$ cat config.mk
export PLATFORM = sky130hd
export DESIGN_NAME = alc_chain
export DESIGN_NICKNAME = d
export VERILOG_FILES = /design/src/design/alc_pkg.sv /design/src/design/alc_cell.sv /design/src/design/alc_chain.sv
export SDC_FILE = /design/constraint.sdc
export NUM_CORES = 2
export LEC_CHECK = 0
export BUFFER_PORTS_ARGS = -buffer_cell sky130_fd_sc_hd__buf_2
export CAP_MARGIN = 15
export CORE_MARGIN = 10
export CORE_UTILIZATION = 60
export CTS_CLUSTER_DIAMETER = 40
export DETAILED_ROUTE_END_ITERATION = 16
export PLACE_DENSITY = 0.73
export SLEW_MARGIN = 25
export SYNTH_ARGS = -nofsm -noshare
export SYNTH_HDL_FRONTEND = slang
export SYNTH_SLANG_ARGS = --single-unit
$ cat constraint.sdc
create_clock -name clk -period 5.1 [get_ports clk]
set_input_delay 1.02 -clock clk [delete_from_list [all_inputs] [get_ports clk]]
set_output_delay 1.02 -clock clk [all_outputs]
set_load 0.05 [all_outputs]
$ cat src/design/alc_pkg.sv
// Shared types and constants for the array list with cursor.
package alc_pkg;

	localparam int unsigned CapacityDef = 64;
	localparam int unsigned WordW = 32;
	localparam int unsigned CountW = 7;

	typedef enum logic [1:0] {
		OP_INSERT = 2'd0,
		OP_FIRST  = 2'd1,
		OP_NEXT   = 2'd2,
		OP_REMOVE = 2'd3
	} op_t;

	typedef enum logic [1:0] {
		ST_OK    = 2'd0,
		ST_FULL  = 2'd1,
		ST_END   = 2'd2,
		ST_NOCUR = 2'd3
	} status_t;

	typedef enum logic [1:0] {
		CH_HOLD   = 2'd0,
		CH_PUSH   = 2'd1,
		CH_POP    = 2'd2,
		CH_APPEND = 2'd3
	} chain_op_t;

	typedef struct packed {
		chain_op_t        op;
		logic [WordW-1:0] word;
	} chain_ctl_t;

endpackage

$ cat src/design/alc_cell.sv
// One storage cell of a word chain: holds a word, or takes it from a neighbor or the load bus.
module alc_cell (
	input  logic                          clk,
	input  alc_pkg::chain_ctl_t           ctl,
	input  logic                          hit,
	input  logic [alc_pkg::WordW-1:0]     from_lo,
	input  logic [alc_pkg::WordW-1:0]     from_hi,
	output logic [alc_pkg::WordW-1:0]     word
);

	logic [alc_pkg::WordW-1:0] word_q;

	always_ff @(posedge clk) begin
		case (ctl.op)
			alc_pkg::CH_PUSH: begin
				word_q <= from_lo;
			end
			alc_pkg::CH_POP: begin
				word_q <= from_hi;
			end
			alc_pkg::CH_APPEND: begin
				if (hit) begin
					word_q <= ctl.word;
				end
			end
			default: begin
				word_q <= word_q;
			end
		endcase
	end

	assign word = word_q;

endmodule

$ cat src/design/alc_chain.sv
// A row of cells forming a stack with its top at cell 0 and an indexed append.
module alc_chain #(
	parameter int unsigned CAPACITY = alc_pkg::CapacityDef,
	parameter int unsigned IDX_W    = $clog2(CAPACITY)
) (
	input  logic                      clk,
	input  alc_pkg::chain_ctl_t       ctl,
	input  logic [IDX_W-1:0]          idx,
	output logic [alc_pkg::WordW-1:0] head
);

	logic [alc_pkg::WordW-1:0] cell_word [CAPACITY];

	for (genvar i = 0; i < CAPACITY; i++) begin : g_cell
		logic [alc_pkg::WordW-1:0] lo_word;
		logic [alc_pkg::WordW-1:0] hi_word;
		logic                      hit;

		if (i == 0) begin : g_first
			assign lo_word = ctl.word;
		end else begin : g_mid_lo
			assign lo_word = cell_word[i-1];
		end

		if (i == CAPACITY - 1) begin : g_last
			assign hi_word = cell_word[i];
		end else begin : g_mid_hi
			assign hi_word = cell_word[i+1];
		end

		assign hit = (idx == IDX_W'(i));

		alc_cell u_cell (
			.clk     (clk),
			.ctl     (ctl),
			.hit     (hit),
			.from_lo (lo_word),
			.from_hi (hi_word),
			.word    (cell_word[i])
		);
	end

	assign head = cell_word[0];

endmodule

==> flow_metrics.tcl <==
set metrics [dict create \
    grt_pass1_vias 70600 \
    crit_fanout 127 \
    ys_async_sr_fraction 0 \
    cpPeakStageDelay_ns 0.61 \
    setup_viol 0 \
    fin_cells 11100 \
    fp.dieArea_um2 182000 \
    drt_wl_total_um 254000 \
    portBuffers 72 \
    areaGrowthSynthToFinish_pct 11.6 \
    critical_path_buf_inv_count 3 \
    ys_top_cells_by_count "edfxtp_1, nand2b_1, nor2_1, a31oi_1, buf_2" \
    pin_count 73 \
    antenna_found_initial 11 \
    synth.largest_area_cell "edfxtp_1" \
    coreArea_um2 165000 \
    vdd_drop_max_mv 0.420 \
    path_delay_family "buffers and inverters" \
    crit_arrival_ns 3.58 \
    yosys-top-cells-area "edfxtp_1, nand2b_1, a31oi_1" \
    period_share 0.559 \
    crit_cells 5 \
    synth-edff-count 2048 \
    hpwl_um 147000 \
    finalHoldViolations 0 \
    num_vias 71400 \
    maxCapViolCount 0 \
    synth_cell_types 28 \
    worst_setup_path_end_kind "flip-flop" \
    holdPathStages 2 \
    clock_sinks 2048 \
    outcome "finished clean" \
    cts_buffers 312 \
    slew_viol_final 0 \
    crit_type "input port to flip-flop" \
    cts_max_level 5 \
    max_slew.worst_pin.slew_ns 1.10 \
    worstRegToRegCells 2 \
    min_path_type "input port to flip-flop" \
    start_util 0.603 \
    yosysSeqAreaShare 0.619 \
    die_w_um 427 \
    clk_latency_ns 0.92 \
    grt-ovfl-total 0 \
    layout_setup_ws_ns 2.25 \
    syn_inst 9073 \
    nNetsFinal 8751 \
    grt_usage 0.271 \
    holdBufCountCts 0 \
    drt_iter0_drc 8689 \
    grt_pass1_wl_um 397000 \
    syn-mean-instance-area_um2 11.0 \
    post_cts_buffers 0 \
    yosysMostFrequentCell "edfxtp_1" \
    path_common_cell "buf_4" \
    drc 0 \
    critPathSlowestCell "nand2_2" \
    fp-row-count 149 \
    drt_pass1_iterations 6 \
    cts_resized 0 \
    grt_start_max_net_pins 326 \
    clock.fmax_ghz 0.351 \
    min_period_ns 2.85 \
    relSlewSlack 0.266 \
    rsz0062_at_grt "false" \
    largest_reg_flops 2048 \
    path_cells "buf_8 -> buf_4 -> nand2_2 -> buf_4 -> a31oi_1" \
    yosys_warnings 0 \
    yosys_register_bits 2048 \
    avgViaCountPerCell 6.41 \
    pre_cts_ws_ns 1.40 \
    powerDensity_nw_per_um2 439 \
    cts_tree "yes" \
    final.setup.tns_ns 0 \
    drive_gt1_frac 0.0959 \
    syn_area_um2 99400 \
    fin_skew_ns 0.0584 \
    cp_data_required_time_ns 5.83 \
    fill_cells 12200 \
    netlist.area_leader.share 0.619 \
    clk_pin_slew_ns 0.05 \
    dp_cells 10600 \
    gp_congestion 0.856 \
    syn-num-nets 9114 \
    die_y_um 427 \
    clockRootBuffer "clkbuf_16" \
    ant_nets 0 \
    wl_per_cell_um 22.8 \
    ys.flop_type "edfxtp_1" \
    crit_path_start_kind "input port" \
    leakagePower_nw 37.7 \
    clk_path_buf_depth 4 \
]
==> area by class of cell <==
class / count / area, um2 / share of cell area
inverters: 2 / 7.51 / 0.0000677
well taps: 2189 / 2740 / 0.0247
repair buffers: 209 / 1730 / 0.0156
clock inverters: 194 / 2140 / 0.0193
multi-input cells: 6137 / 34700 / 0.313
diodes: 4 / 10.0 / 0.0000902
clock buffers: 349 / 8070 / 0.0728
flip-flops and latches: 2048 / 61500 / 0.554
==> stage by stage <==
stage	utilization	power (mW)	area, um2	hold slack, ns
final	0.673	48.7	111000	0.490
after global routing	0.673	50.3	111000	0.459
after CTS	0.672	48.8	111000	0.422
after detailed placement	0.610	27.7	101000	0.568
after global placement	0.610	27.5	101000	0.560
after floorplan	-	25.9	99400	0.551
==> cell families (layout without fill, tap and decap cells) <==
| kind of cell | after synthesis | after routing | synth area share |
|---|---|---|---|
| mux | 64 | 64 | 0.00725 |
| simple gates | 4022 | 4022 | 0.204 |
| compound gates | 2050 | 2050 | 0.130 |
| other cells | 0 | 4 | 0 |
| xor+xnor | 1 | 1 | 0.000164 |
| flops | 2048 | 2048 | 0.619 |
| buf+inv | 888 | 754 | 0.0406 |
==> cells in the final DEF (no fill, tap or decap), drive strengths merged, types with 4 or more instances in the layout <==
cell type,Yosys,final
edfxtp,2048,2048
nand2b,1986,1986
nor2,1985,1985
a31oi,1984,1984
clkbuf,379,349
buf,507,209
clkinv,0,84
mux2,64,64
inv,2,50
o31ai,48,48
bufinv,0,33
nand2,33,33
clkinvlp,0,29
o21ai,15,15
nand4bb,6,6
diode,0,4
nand4b,4,4
or4b,4,4
==> report_power, final <==
group	total, mW	internal, mW	switching, mW	leakage [nW]
Combinational	5.04	1.72	3.32	13.0
Sequential	22.5	21.2	1.23	19.8
Clock	21.2	13.2	8.02	4.92
==> final timing paths <==
check                                   from                          to  slack [ns]
hold / removal                        ctl[4]    g_cell[0].u_cell.word[4]        0.49
setup reg to reg    g_cell[0].u_cell.word[7]    g_cell[1].u_cell.word[7]        4.00
hold reg to reg   g_cell[62].u_cell.word[22]  g_cell[63].u_cell.word[22]        0.58
setup / recovery                     ctl[32]   g_cell[51].u_cell.word[7]        2.25
==> per-layer routing <==
layer,up-vias,wire (um),track usage,share of wire
met4,0,8050,0.0971,0.032
li1,32300,-,-,-
met5,-,0,0,0
met3,480,21000,0.0571,0.083
met1,35600,101000,0.361,0.40
met2,3019,123000,0.441,0.49
No activity file was read; power rests on OpenSTA's default activity.
